**config.mk**
```make
export PLATFORM = sky130hd
export DESIGN_NAME = ahp_ram
export DESIGN_NICKNAME = d
export VERILOG_FILES = /design/src/sv/ahp_ram.sv
export SDC_FILE = /design/constraint.sdc
export NUM_CORES = 2
export LEC_CHECK = 0
export BUFFER_PORTS_ARGS = -buffer_cell sky130_fd_sc_hd__clkbuf_2
export CAP_MARGIN = 10
export CORE_ASPECT_RATIO = 1.2
export CORE_MARGIN = 5
export CORE_UTILIZATION = 39
export DETAILED_ROUTE_END_ITERATION = 16
export GPL_ROUTABILITY_DRIVEN = 1
export HOLD_SLACK_MARGIN = 0.08
export SYNTH_ARGS = -nofsm -noshare
export SYNTH_HDL_FRONTEND = slang
export SYNTH_SLANG_ARGS = --single-unit
```
**constraint.sdc**
```tcl
create_clock -name clk -period 3.41 [get_ports clk]
set_clock_uncertainty 0.2 [all_clocks]
set_input_delay 1.023 -clock clk [delete_from_list [all_inputs] [get_ports clk]]
set_output_delay 1.023 -clock clk [all_outputs]
set_load 0.05 [all_outputs]
```
**src/sv/ahp_ram.sv**
```systemverilog
// ----------------------------------------------------------------------------
// ahp_ram
// Simple dual-port RAM, one write and one read port, registered read.
// ----------------------------------------------------------------------------
module ahp_ram #(
    parameter int WIDTH = 16,
    parameter int DEPTH = 256
) (
    input  logic                     clk,
    input  logic                     we,
    input  logic [$clog2(DEPTH)-1:0] waddr,
    input  logic [WIDTH-1:0]         wdata,
    input  logic [$clog2(DEPTH)-1:0] raddr,
    output logic [WIDTH-1:0]         rdata
);

    logic [WIDTH-1:0] mem [DEPTH];

    always_ff @(posedge clk)
    begin
        if (we)
        begin
            mem[waddr] <= wdata;
        end
        rdata <= mem[raddr];
    end

endmodule

```
==> summary.md <==
| Metric | Value |
|---|---|
| Initial antenna violation count | 27 |
| 1st-pass router iterations | 7 |
| Setup crit start | raddr[0] |
| Slew headroom | 27.1% |
| Flop pwr share | a little over half |
| Req. time, crit path | 4020 ps |
| # H-tree levels | 5 |
| Switch share | approximately a fifth |
| Fin nets | 8470 |
| Mean Syn Cell Area | about 22 um^2 |
| P_int | 82.5 mW |
| I/O Buffers | 49 |
| Placed cell areas | 175000 um^2 |
| Max clock buf depth | 4 |
| Root Driver | clkbuf_16 |
| Hold-fix buffers at CTS | 0 |
| Synth cell types | 52 |
| DR DRC count | 0 |
| Sw Pwr | 22.4 mW |
| Failing checks | setup timing |
| Register area share after synthesis | 77.7% |
| Post-layout total power | between 100 and 150 mW |
| Number of top-level pins | 50 |
| Post-synthesis instance total | 7360 |
| VDD IR-drop max | 0.418 mV |
| Max Fclk | 290 MHz |
| Most frequent cells after synthesis | 4096 x edfxtp_1, 797 x mux4_2, 565 x mux2i_1 |
| Leakage | 60.3 nW |
| Synth area leader | edfxtp_1 |
| Most common cell in the netlist | edfxtp_1 |
| Post-Syn Area | 159000 um^2 |
| Final Instance Area | 188000 um^2 |
| Reg-to-reg setup timing slack | 310 ps |
| Placed insts | 13500 |
| CTS buffer count | approximately 390 |
| Via count | a little over 80000 |
| CP Launch Type | primary input |
| # clock sinks | 4112 |
| Outcome | complete, but fails checks |
| EDFF count, synth | 4096 |
| Slew @ Worst Pin | about 1100 ps |
| Crit path max fanout | 12 |
| Syn. warnings | 0 |
| Post-Layout Cell Count | 14200 |
| Starting Density | 39.2% |
| Hold crit path type | in -> reg |
| TritonCTS clock tree | done |
| Hold Violations, Final | 0 |
| Hold Startpoint | wdata[14] |
| Max-cap violations | 0 |
| GP Congestion | between 0.9 and 1 |
| WL final | ~440 mm |
| Dpl hpwl | 281 mm |
| Critical path arrival | between 4000 and 5000 ps |
| Combinational share of power | approximately 6% |
| FF+latch count, synth | 4112 |
| Worst-skew pair later-pin latency | 950 ps |
| Core Region | roughly 400000 um^2 |
| Max Slew Vio Count | 0 |
| Clock network power share | 41.0% |
| Final period util | 101% |
| Final WS setup | -39.6 ps |
| Min cycle time layout | 3450 ps |
| Largest net degree at the start of global routing | approximately 110 |
| Main flop type after synthesis | edfxtp_1 |
| Die height | a little over 700 um |
| Reg clk slew, reported paths | 60 ps |
| WL per Instance | 31.1 um |
| 1st-iter DRT viols | 9239 |
| P per Cell Area | about 560 nW/um^2 |
| Antenna violation net count after detailed routing | 0 |
| Hold WS | ~220 ps |
| Synth top area share | 77.5% |
| Global-route wire length before repair | ~630 mm |
| All-layer global routing usage | approximately 21% |
| CP Class | in -> reg |
| Placement Rows | 256 |
| Syn Nets | 7394 |
| Critical Path Sink Type | flip-flop |
| Area grow syn2layout | 18.2% |
| RR Startpoint | mem[27][6] |
| Layout cell share with drive strength beyond 1 | 30.8% |
| Number of global-route vias before repair | just over 80000 |
| Top cells by area, synth | edfxtp_1 77%, mux4_2 11%, mux2i_1 3.6% |
| RSZ-0062 raised after global routing | no |
| Full die area | 420000 um^2 |
| Aggregate global routing overflow | 0 |
| Setup violators final | 1 |
| Async set or reset register ratio after synthesis | 0% |
| Setup TNS | -39.6 ps |
| Die Wd | between 500 and 600 um |
| Drt via density | 5.71 |
[cell type report]
| type | count | area, um^2 |
|---|---|---|
| inverter | 4 | 27.5 |
| clock buffer | 484 | 10400 |
| clock inverter | 218 | 2130 |
| sequential | 4112 | 123000 |
| timing repair buffer | 1134 | 11800 |
| fill | 33300 | 218000 |
| antenna | 5 | 12.5 |
| tap | 5418 | 6780 |
| multi-input combinational | 2792 | 33100 |
[per-layer routing]
metal | global-route usage (%) | part of all wire [%] | vias up
li1 | - | - | 33400
met1 | 27.0 | 39 | 43300
met2 | 33.6 | 48 | 3361
met3 | 3.67 | 7.3 | 779
met4 | 9.87 | 5.7 | 18
met5 | 0 | 0.027 | -
[cell families (layout without fill, tap and decap cells)]
group	after synthesis	in the layout	share of synthesized area [%]
compound gates	786	786	3.54
buf+inv	456	1840	1.69
mux	1450	1450	15.5
simple gates	556	556	1.57
flops	4112	4112	77.7
other cells	0	5	0
[power by group through the flow]
| stage | sequential [mW] | combinational, mW | clock, mW |
|---|---|---|---|
| 2_1_floorplan | 57.0 | 2.75 | 0 |
| 3_3_place_gp | 56.9 | 6.07 | 0 |
| 3_5_place_dp | 56.9 | 6.17 | 0 |
| 4_1_cts | 55.8 | 6.18 | 43.7 |
| 5_1_grt | 55.8 | 6.43 | 45.9 |
| 6_report | 55.8 | 6.16 | 43.0 |
[cell usage in the layout (no fill, tap or decap), drive strengths merged, types with 5 or more instances in the layout]
cell type	Yosys	final
nor4	18	18
nor3	92	92
clkinvlp	0	16
a21oi	175	175
o22ai	148	148
inv	4	9
or2	5	5
and3	11	11
mux2i	565	565
a31oi	6	6
a211oi	18	18
edfxtp	4096	4096
nor2b	9	9
clkinv	0	160
a221oi	28	28
a2111oi	6	6
clkbuf	230	513
nor2	304	304
nand3	35	35
a22o	32	32
o31ai	16	16
o21ai	38	38
dfxtp	16	16
mux2	88	88
o32ai	21	21
o221ai	253	253
a22oi	43	43
nand2	38	38
buf	222	1105
bufinv	0	37
nand4	26	26
diode	0	5
mux4	797	797
[stage by stage]
stage	setup slack, ps	utilization [%]
CTS	54.3	46.3
floorplan	22.0	-
global placement	-1170	43.2
finish	-39.6	46.3
detailed placement	-1160	43.2
global route	8.79	46.3
[final timing paths]
kind                  endpoint  cells after the start
hold / removal    mem[100][14]                      1
setup / recovery      rdata[6]                     10
hold reg to reg      rdata[10]                      6
setup reg to reg      rdata[6]                      6
[worst max-delay path: stages]
cell,delay (ps)
buf_12,190
buf_12,210
buf_12,160
mux4_2,500
mux2_2,300
a22oi_1,190
nand2_1,340
o32ai_1,830
buf_4,240
nor4_1,50
[repair_timing]
| item | CTS | global route |
|---|---|---|
| gates resized for setup | 2 | 3 |
| setup endpoints to repair | 2 | 2 |
| pin swaps | 0 | 1 |
| setup buffers | 0 | 0 |
[sequential cells by signal, indices dropped and copies added, names as in the netlist]
signal and flops:
rdata 16, mem 4096
Note: power is estimated with default switching activity, not from simulation.
