**src/sv/ahp_div.sv**
```systemverilog
// ----------------------------------------------------------------------------
// ahp_div
// Restoring divider, one quotient bit per cycle, DW-bit quotient.
// ----------------------------------------------------------------------------
module ahp_div #(
    parameter int DW = 32,
    parameter int VW = 16
) (
    input  logic          clk,
    input  logic          rst_n,
    input  logic          start,
    input  logic [DW-1:0] dividend,
    input  logic [VW-1:0] divisor,
    output logic          busy,
    output logic          done,
    output logic [DW-1:0] quotient
);

    localparam int CW = $clog2(DW + 1);

    logic [DW-1:0] quo_reg;
    logic [VW-1:0] rem_reg;
    logic [VW-1:0] dvs_reg;
    logic [CW-1:0] cnt_reg;
    logic          busy_reg;
    logic          done_reg;
    logic [VW:0]   trial;
    logic          fits;

    assign trial = {rem_reg, quo_reg[DW-1]};
    assign fits  = (trial >= {1'b0, dvs_reg});

    always_ff @(posedge clk or negedge rst_n)
    begin
        if (!rst_n)
        begin
            busy_reg <= 1'b0;
            done_reg <= 1'b0;
            cnt_reg  <= '0;
        end
        else if (start)
        begin
            busy_reg <= 1'b1;
            done_reg <= 1'b0;
            cnt_reg  <= CW'(DW);
        end
        else if (busy_reg)
        begin
            cnt_reg <= cnt_reg - 1'b1;
            if (cnt_reg == CW'(1))
            begin
                busy_reg <= 1'b0;
                done_reg <= 1'b1;
            end
        end
        else
        begin
            done_reg <= 1'b0;
        end
    end

    always_ff @(posedge clk)
    begin
        if (start)
        begin
            quo_reg <= dividend;
            rem_reg <= '0;
            dvs_reg <= divisor;
        end
        else if (busy_reg)
        begin
            // shift in the next dividend bit, subtract when it fits
            if (fits)
            begin
                rem_reg <= VW'(trial - {1'b0, dvs_reg});
            end
            else
            begin
                rem_reg <= trial[VW-1:0];
            end
            quo_reg <= {quo_reg[DW-2:0], fits};
        end
    end

    assign busy     = busy_reg;
    assign done     = done_reg;
    assign quotient = quo_reg;

endmodule

```
**config.mk**
```make
export PLATFORM = sky130hd
export DESIGN_NAME = ahp_div
export DESIGN_NICKNAME = d
export VERILOG_FILES = /design/src/sv/ahp_div.sv
export SDC_FILE = /design/constraint.sdc
export NUM_CORES = 1
export LEC_CHECK = 0
export ABC_CLOCK_PERIOD_IN_PS = 5650
export BUFFER_PORTS_ARGS = -buffer_cell sky130_fd_sc_hd__buf_2
export CAP_MARGIN = 20
export CELL_PAD_IN_SITES_DETAIL_PLACEMENT = 1
export CELL_PAD_IN_SITES_GLOBAL_PLACEMENT = 1
export CORE_ASPECT_RATIO = 1.75
export CORE_UTILIZATION = 34
export CTS_CLUSTER_DIAMETER = 60
export DETAILED_ROUTE_END_ITERATION = 8
export PLACE_DENSITY_LB_ADDON = 0.3
export SETUP_SLACK_MARGIN = 0.5
export SLEW_MARGIN = 10
export SYNTH_ARGS = -nofsm -noshare
export SYNTH_HDL_FRONTEND = slang
export SYNTH_SLANG_ARGS = --single-unit
```
**constraint.sdc**
```tcl
create_clock -name clk -period 5.65 [get_ports clk]
set_input_delay 0 -clock clk [delete_from_list [all_inputs] [get_ports clk]]
set_output_delay 0 -clock clk [all_outputs]
set_load 0.02 [all_outputs]
```
==> results of run 1 <==
[critical path, cell delays in order, from the launching register on]
cell and delay, ps:
edfxtp_1 380, inv_1 60, ha_1 300, nand2b_1 110
a21oi_2 270, o211ai_4 150, a211oi_4 710, or2_4 360
mux2_2 180
[cells by family after synthesis]
logic type	count (synthesis)	share of synthesized area
compound gates	78	0.150
xor+xnor	14	0.0318
fa+ha+maj	19	0.0636
buf+inv	35	0.0392
flops	72	0.509
mux	34	0.0986
simple gates	89	0.109
[metal layers]
layer  part of all wire  global-route usage  vias up
met5                  0                   0        -
met4              0.023              0.0717        0
met3              0.041              0.0492       18
met2               0.58               0.400       78
met1               0.35               0.210     1536
li1                   -                   -     1516
[area by class of cell]
class                   instances  area, µm²  area share
multi-input cells             234       1740       0.336
clock inverters                 7       85.1      0.0164
repair buffers                136        933       0.180
well taps                     132        165      0.0318
flip-flops and latches         72       1960       0.378
inverters                      21       78.8      0.0152
clock buffers                   9        225      0.0434
[power by group through the flow]
| stage | sequential (W) | combinational [W] | clock (W) |
|---|---|---|---|
| after floorplan | 0.000809 | 0.000580 | 0 |
| after global placement | 0.000777 | 0.000806 | 0 |
| after detailed placement | 0.000781 | 0.000825 | 0 |
| after CTS | 0.000773 | 0.000864 | 0.000618 |
| after global routing | 0.000790 | 0.000951 | 0.000637 |
| final | 0.000773 | 0.000860 | 0.000609 |
[synth_stat cells, drive strengths merged (10+ instances only)]
cell    instances  share of area
ha             18          0.058
o211ai         11          0.025
nand2          27          0.026
dfxtp          16          0.083
mux2           32          0.093
a21oi          16          0.022
o21ai          12          0.016
edfxtp         48           0.37
inv            21          0.020
clkbuf         10         0.0097
nor2           28          0.027
[cells in the final DEF (no fill, tap or decap), drive strengths merged, types with 6 or more instances in the layout]
| cell type | n |
|---|---|
| a21oi | 16 |
| nand2 | 27 |
| nand2b | 6 |
| o21ai | 12 |
| xor2 | 8 |
| nor2 | 28 |
| inv | 22 |
| edfxtp | 48 |
| buf | 87 |
| clkbuf | 9 |
| dlygate4sd3 | 49 |
| xnor2 | 6 |
| ha | 18 |
| o211ai | 11 |
| mux2 | 32 |
| nor3 | 7 |
| dfrtp | 8 |
| dfxtp | 16 |
| a21o | 7 |
[repair_timing]
item	CTS	global route
resized for setup	0	0
hold buffers	49	0
hold endpoints to repair	56	0
[through the flow]
| stage | util | setup slack (ps) |
|---|---|---|
| 2_1_floorplan | - | 3230 |
| 3_3_place_gp | 0.396 | 3050 |
| 3_5_place_dp | 0.396 | 3010 |
| 4_1_cts | 0.468 | 2980 |
| 5_1_grt | 0.468 | 2760 |
| 6_report | 0.468 | 3000 |
[worst paths after layout]
| check | depth (start not counted) | slack (ps) | end | from |
|---|---|---|---|---|
| min reg2reg | 2 | 500 | done | done |
| max reg2reg | 8 | 3000 | quotient[0] | dvs_reg[1] |
| min | 2 | 30 | cnt_reg[1] | rst_n |
| min in group clk | 3 | 320 | cnt_reg[2] | start |
| max | 8 | 3000 | quotient[0] | dvs_reg[1] |
| max in group asynchronous | 2 | 5450 | busy | rst_n |
==> impl_metrics.tcl, run 1 <==
set metrics [dict create \
    outcome "finished clean" \
    rows 51 \
    routed_wl_um 11100 \
    worst_slew_pin_slew_ps 1010 \
    clk_pin_slew_ps 60 \
    die_w_um 82.5 \
    ys_seq_area_frac 0.509 \
    die_h_um 143 \
    wl_per_cell_um 18.1 \
    num-fill-cells 1242 \
    power.net_switching_w 0.000811 \
    p_per_area_nw_per_um2 432 \
    startpoint_type "flip-flop" \
    holdWs_ps 32.0 \
    post_dp_cell_area_um2 4390 \
    cts_tree "done" \
    synth_edf_count 48 \
    finalSetupTns_ps 0 \
    root_buffer "clkbuf_16" \
    p_seq_frac 0.345 \
    combPwrFrac 0.384 \
    hold_viol_final 0 \
    worstSetupPathType "flip-flop to flip-flop" \
    grt_pass1_vias 3601 \
    grt_util_all_layers 0.208 \
    syn_inst 341 \
    h-tree-depth 3 \
    drtIter0Drc 102 \
    start_util 0.347 \
    die-area_um2 11800 \
    peakVddDrop_uv 231 \
    place_inst 546 \
    grt_pass1_wl_um 18100 \
    syn_area_per_cell_um2 11.3 \
    yosysWarningCount 0 \
    n_antenna_cell 0 \
    drc_errors 0 \
    largest_reg_flops 32 \
    cts_inserted_buffers 9 \
    power.leakage_nw 2.25 \
    nets 544 \
    fmax_mhz 378 \
    synth_fp_nets 411 \
    swShare 0.362 \
    fin_crit_sh 0.468 \
    cp-end-kind "flip-flop" \
    hpwl_um 7230 \
    fin_skew_ps 5.09 \
    path_max_fanout 19 \
    final_antenna_net_count 0 \
    antenna_found_initial 0 \
    overflow 0 \
    netlist_area_um2 3860 \
    ys_ff_latch 72 \
    relSlewSlack 0.324 \
    synth_cell_types 54 \
    port_buffers 84 \
    crit_required_ps 5860 \
    intPower_w 0.00143 \
    rsz0062_at_grt "no" \
    period_needed_ps 2650 \
    setup_viol 0 \
    final_layout_size_suffix_gt1_frac 0.292 \
    p_clk_frac 0.272 \
    insertion_delay_ps 340 \
    gp_congestion 0.784 \
    post_cts_buffers 0 \
    arrival_ps 2850 \
    via_count 3148 \
    cts_buffer_depth 2 \
    hold_path.class "input port to async pin" \
    finalMaxSlewViolations 0 \
    grt_max_degree 63 \
    pin_count 85 \
    area_growth_pct 34.6 \
    synthArstFlopShare 0.111 \
    ys.flop_type "edfxtp_1" \
    core_um2 11100 \
    via_per_inst 5.15 \
    cap_violations 0 \
    p_total_w 0.00224 \
    fin_cells 611 \
    cts.sinks 72 \
    drt_first_pass_iters 4 \
    post-route-cell-area_um2 5190 \
]
Power figures use the tool's default switching activity.
==> run 2, diff against run 1 <==
--- a/config.mk
+++ b/config.mk
@@ -5,7 +5,8 @@
 export SDC_FILE = /design/constraint.sdc
 export NUM_CORES = 1
 export LEC_CHECK = 0
-export ABC_CLOCK_PERIOD_IN_PS = 5650
+export ABC_AREA = 1
+export ABC_CLOCK_PERIOD_IN_PS = 2500
 export BUFFER_PORTS_ARGS = -buffer_cell sky130_fd_sc_hd__buf_2
 export CAP_MARGIN = 20
 export CELL_PAD_IN_SITES_DETAIL_PLACEMENT = 1
==> constraint.sdc (replaced) <==
create_clock -name clk -period 2.5 [get_ports clk]
set_input_delay 0 -clock clk [delete_from_list [all_inputs] [get_ports clk]]
set_output_delay 0 -clock clk [all_outputs]
set_load 0.02 [all_outputs]
==> impl_metrics.tcl, run 2 <==
set metrics [dict create \
    outcome "finished clean" \
    busiest_layer "met2" \
    grt_util_met1 0.215 \
    synth_cell_types 37 \
    crit_required_ps 2580 \
    cts_tree "done" \
    wl_per_cell_um 16.0 \
    rsz0062_at_grt "yes" \
    drt_first_pass_iters 4 \
    layout_common_cells "nand2_1 (212), buf_2 (84), inv_1 (76), edfxtp_1 (48), dlygate4sd3_1 (48)" \
    r2r_start "dvs_reg[14]" \
    grt_util_all_layers 0.223 \
    peakVddDrop_uv 445 \
    gp_congestion 0.808 \
    cap_violations 0 \
    setup_viol 0 \
    yosys-top-cells-count "nand2_1 (219), inv_1 (79), edfxtp_1 (48)" \
    area_growth_pct 39.6 \
    h-tree-depth 3 \
    num-fill-cells 1475 \
    grt_max_degree 39 \
    hold_path.class "input port to flip-flop" \
    period_needed_ps 1880 \
    fin_skew_ps 6.58 \
    ys_seq_area_frac 0.468 \
    final_layout_size_suffix_gt1_frac 0.264 \
    root_buffer "clkbuf_16" \
    final_antenna_net_count 0 \
    gr-usage-met3 0.0459 \
    cts_buffer_depth 2 \
    rows 53 \
    clk_pin_slew_ps 60 \
    netlist_area_um2 4190 \
    via_per_inst 4.73 \
    grt_pass1_vias 4570 \
    power.leakage_nw 2.95 \
    cts.sinks 72 \
    startpoint_type "flip-flop" \
    hpwl_um 8860 \
    fin_crit_sh 0.754 \
    grt_pass1_wl_um 21800 \
    arrival_ps 1970 \
    grtUsageMet2 0.440 \
    worstSetupPathType "flip-flop to flip-flop" \
    drtIter0Drc 102 \
    yosysWarningCount 0 \
    routed_wl_um 13600 \
    synth_edf_count 48 \
    drc_errors 0 \
    die-area_um2 12800 \
    p_per_area_nw_per_um2 1010 \
    via_count 4014 \
    overflow 0 \
    path_max_fanout 6 \
    min_from "dividend[0]" \
    ys_ff_latch 72 \
    holdWs_ps 17.5 \
    ys.flop_type "edfxtp_1" \
    syn_area_per_cell_um2 7.92 \
    pin_count 85 \
    cts_inserted_buffers 9 \
    finalSetupTns_ps 0 \
    crit_start "dvs_reg[14]" \
    synth_fp_nets 599 \
    hold_viol_final 0 \
    cp-end-kind "flip-flop" \
    final_common_cell "nand2_1" \
    synth_most_common_cell "nand2_1" \
    die_h_um 149 \
    relSlewSlack 0.603 \
    die_w_um 85.9 \
    fmax_mhz 531 \
    synthArstFlopShare 0.111 \
    syn_inst 529 \
    insertion_delay_ps 340 \
    antenna_found_initial 1 \
    port_buffers 84 \
    ys_top_cells_by_area "edfxtp_1 (34%), nand2_1 (20%), dfxtp_1 (7.6%)" \
    nets 747 \
    start_util 0.349 \
    largest_reg_flops 32 \
    yosys.area.top_type_share 0.344 \
    synth_largest_area_cell "edfxtp_1" \
    worst_slew_pin_slew_ps 590 \
    core_um2 12000 \
    finalMaxSlewViolations 0 \
]
run 2: cell count changes after synthesis, sizes merged, moves of 4 or more:
cell	delta
a21o	-7
nor2b	-4
xor2	-7
nand3	+39
inv	+61
nand2b	-6
nor2	-13
o211ai	-11
nand2	+212
o21ai	-8
mux2	-32
run 2: per-stage QoR:
step / instances / worst slack (ps) / total power [W] / util / cell area (µm²)
floorplan: 529 / 594 / 0.00353 / - / 4190
global route: 848 / 488 / 0.00629 / 0.487 / 5850
finish: 848 / 616 / 0.00591 / 0.487 / 5850
detailed placement: 771 / 297 / 0.00414 / 0.399 / 4790
CTS: 844 / 502 / 0.00568 / 0.473 / 5680
global placement: 771 / 326 / 0.00407 / 0.399 / 4790
run 2: cells by family after synthesis:
| logic type | after synthesis | share of synthesized area |
|---|---|---|
| AND/OR/NAND/NOR | 314 | 0.340 |
| buffers and inverters | 96 | 0.0923 |
| flip-flops | 72 | 0.468 |
| AO/OA/AOI/OAI | 22 | 0.0284 |
| adder cells (fa/ha/maj) | 19 | 0.0585 |
| XOR/XNOR | 6 | 0.0125 |
run 2: timing repair:
item                       CTS  global route
pin swaps                    4             8
hold endpoints to repair    55             0
cloned                       3             0
hold buffers                48             0
buffers inserted             6             3
gates resized for setup      8            31
setup endpoints to repair   16            17
run 2: layout make-up:
class	count	area (µm²)	share of cell area
antenna	1	2.50	0.000428
multi-input combinational	364	2070	0.354
clock inverter	6	42.5	0.00727
timing repair buffer	147	1030	0.175
tap	165	206	0.0353
inverter	83	312	0.0533
sequential	72	1960	0.335
clock buffer	10	229	0.0391
run 2: critical path, cell delays in order, from the launching register on:
cell	delay (ps)
edfxtp_1	360
inv_1	70
ha_2	320
a21oi_4	190
o21a_2	160
nand2_4	50
nor2_4	150
buf_12	160
buf_4	110
a31oi_1	60
run 2: final timing paths:
check | cells past startpoint | end | slack [ps]
setup / recovery | 9 | quotient[0] | 620
hold / removal | 3 | quotient[0] | 20
setup reg to reg | 9 | quotient[0] | 620
hold reg to reg | 2 | rem_reg[4] | 480
max in group asynchronous | 2 | cnt_reg[3] | 2300
min in group asynchronous | 2 | cnt_reg[2] | 30
run 2: where the power goes:
group / switching, W / internal (W) / total, W
Combinational: 0.00177 / 0.00119 / 0.00296
Sequential: 0.000204 / 0.00152 / 0.00173
Clock: 0.000551 / 0.000677 / 0.00123
run 2: per-layer routing:
metal  vias up  part of all wire
li1       1966                 -
met1      1932              0.36
met2        91              0.58
met3        25             0.037
met4         0             0.028
met5         -                 0
==> run 3, diff against run 2 <==
--- a/config.mk
+++ b/config.mk
@@ -6,7 +6,7 @@
 export NUM_CORES = 1
 export LEC_CHECK = 0
 export ABC_AREA = 1
-export ABC_CLOCK_PERIOD_IN_PS = 2500
+export ABC_CLOCK_PERIOD_IN_PS = 1600
 export BUFFER_PORTS_ARGS = -buffer_cell sky130_fd_sc_hd__buf_2
 export CAP_MARGIN = 20
 export CELL_PAD_IN_SITES_DETAIL_PLACEMENT = 1
==> constraint.sdc (replaced) <==
create_clock -name clk -period 1.6 [get_ports clk]
set_input_delay 0 -clock clk [delete_from_list [all_inputs] [get_ports clk]]
set_output_delay 0 -clock clk [all_outputs]
set_load 0.02 [all_outputs]
==> impl_metrics.tcl, run 3 (synthesis results as in run 2) <==
set metrics [dict create \
    period_needed_ps 2040 \
    pin_count 85 \
    finalSetupTns_ps -6520 \
    cpMaxStageDelayCell "edfxtp_1" \
    path_max_fanout 6 \
    p_total_w 0.0114 \
    nets 825 \
    outcome "complete, but fails checks" \
    drt_first_pass_iters 4 \
    wl_per_cell_um 19.3 \
    combPwrFrac 0.566 \
    power.leakage_nw 3.49 \
    cp-end-kind "flip-flop" \
    p_seq_frac 0.239 \
    drtIter0Drc 156 \
    cp_slowest_stage_delay_ps 390 \
    grt_max_degree 39 \
    fin_cells 925 \
    cts_tree "done" \
    relSlewSlack 0.725 \
    r2r_start "dvs_reg[15]" \
    hold_viol_final 0 \
    min_from "start" \
    holdWs_ps 48.0 \
    via_per_inst 4.94 \
    insertion_delay_ps 350 \
    crit_required_ps 1890 \
    cap_violations 0 \
    num-fill-cells 1382 \
    r2r_slack_ps -440 \
    grt_util_all_layers 0.273 \
    fmax_mhz 491 \
    largest_reg_flops 32 \
    core_um2 12000 \
    place_inst 837 \
    peakVddDrop_uv 674 \
    hold_end "cnt_reg[4]" \
    post_dp_cell_area_um2 5350 \
    worstSetupPathType "flip-flop to flip-flop" \
    final_common_cell "nand2_1" \
    cts_inserted_buffers 9 \
    p_clk_frac 0.194 \
    rsz0062_at_grt "yes" \
    routed_wl_um 17800 \
    power.net_switching_w 0.00481 \
    via_count 4567 \
    cts.sinks 72 \
    root_buffer "clkbuf_16" \
    clk_pin_slew_ps 70 \
    post-route-cell-area_um2 6950 \
    gp_congestion 0.807 \
    r2r-end "rem_reg[14]" \
    setup_viol 17 \
    swShare 0.423 \
    drc_errors 0 \
    fin_skew_ps 8.56 \
    die_w_um 85.9 \
    startpoint_type "flip-flop" \
    n_antenna_cell 0 \
    intPower_w 0.00656 \
    port_buffers 84 \
    worst_slew_pin_slew_ps 412 \
    hold_depth 2 \
    rows 53 \
    die-area_um2 12800 \
    overflow 0 \
    grt_pass1_vias 5283 \
    arrival_ps 2320 \
    setup_slack_ps -438 \
    hpwl_um 9700 \
    final_antenna_net_count 0 \
    layout_common_cells "nand2_1 (202), buf_2 (83), buf_4 (80), inv_1 (67)" \
    antenna_found_initial 0 \
    p_per_area_nw_per_um2 1640 \
    violations "negative setup slack" \
    cts_buffer_depth 2 \
    start_util 0.349 \
    fin_crit_sh 1.27 \
    h-tree-depth 3 \
    hold_path.class "input port to flip-flop" \
    area_growth_pct 65.8 \
    final_layout_size_suffix_gt1_frac 0.414 \
    crit_chain "inv_2 -> ha_4 -> inv_2 -> or2_4 -> nor3_4 -> nand2_8 -> buf_4 -> nand3_1 -> nand3_2 -> nand2_2" \
    die_h_um 149 \
    reg2reg_depth 10 \
    crit_path_frequent_cell "inv_2" \
    grt_pass1_wl_um 26000 \
    finalMaxSlewViolations 0 \
]
## run 3: worst max path at each step
stage                       startpoint     endpoint  cells after the start
after floorplan           quotient[31]  rem_reg[14]                     13
after global placement      dvs_reg[0]  rem_reg[14]                     12
after detailed placement    dvs_reg[0]  rem_reg[14]                     12
after CTS                  dvs_reg[10]  quotient[0]                     10
after global routing        dvs_reg[0]  rem_reg[14]                     12
final                      dvs_reg[15]  rem_reg[14]                     10
## run 3: routing by layer
metal | global-route usage | part of all wire | vias to the layer above
li1 | - | - | 2117
met1 | 0.232 | 0.33 | 2226
met2 | 0.546 | 0.57 | 163
met3 | 0.0465 | 0.038 | 61
met4 | 0.193 | 0.066 | 0
met5 | 0 | 0 | -
## run 3: area by class of cell
| class | instances | area (µm²) | share of cell area |
|---|---|---|---|
| clock buffer | 10 | 239 | 0.0344 |
| clock inverter | 6 | 72.6 | 0.0104 |
| inverter | 83 | 320 | 0.0461 |
| multi-input combinational | 362 | 2360 | 0.340 |
| sequential | 72 | 1960 | 0.283 |
| tap | 165 | 206 | 0.0297 |
| timing repair buffer | 227 | 1790 | 0.257 |
## run 3: through the flow
stage	utilization	setup slack [ps]
after CTS	0.561	-281
final	0.579	-438
after global placement	0.445	-328
after floorplan	-	-185
after global routing	0.579	-499
after detailed placement	0.445	-421
## run 3: power groups by stage
| stage | Sequential, W | Clock (W) | Combinational, W |
|---|---|---|---|
| 2_1_floorplan | 0.00275 | 0 | 0.00285 |
| 3_3_place_gp | 0.00261 | 0 | 0.00473 |
| 3_5_place_dp | 0.00264 | 0 | 0.00491 |
| 4_1_cts | 0.00268 | 0.00218 | 0.00575 |
| 5_1_grt | 0.00276 | 0.00227 | 0.00687 |
| 6_report | 0.00272 | 0.00221 | 0.00644 |
## run 3: worst max-delay path, delay by kind of cell (launching register included)
| kind | cells | cell delay (ps) |
|---|---|---|
| and+or+nand+nor | 6 | 1000 |
| DFF | 1 | 390 |
| buffers and inverters | 3 | 300 |
| adders and majority gates | 1 | 270 |
## run 3: what timing repair did
action / CTS / global route
gates resized for setup: 84 / 32
buffers inserted: 13 / 4
pin swaps: 21 / 19
cloned: 5 / 2
hold buffers: 48 / 0
setup endpoints to repair: 55 / 58
endpoints found under the hold margin: 55 / 0
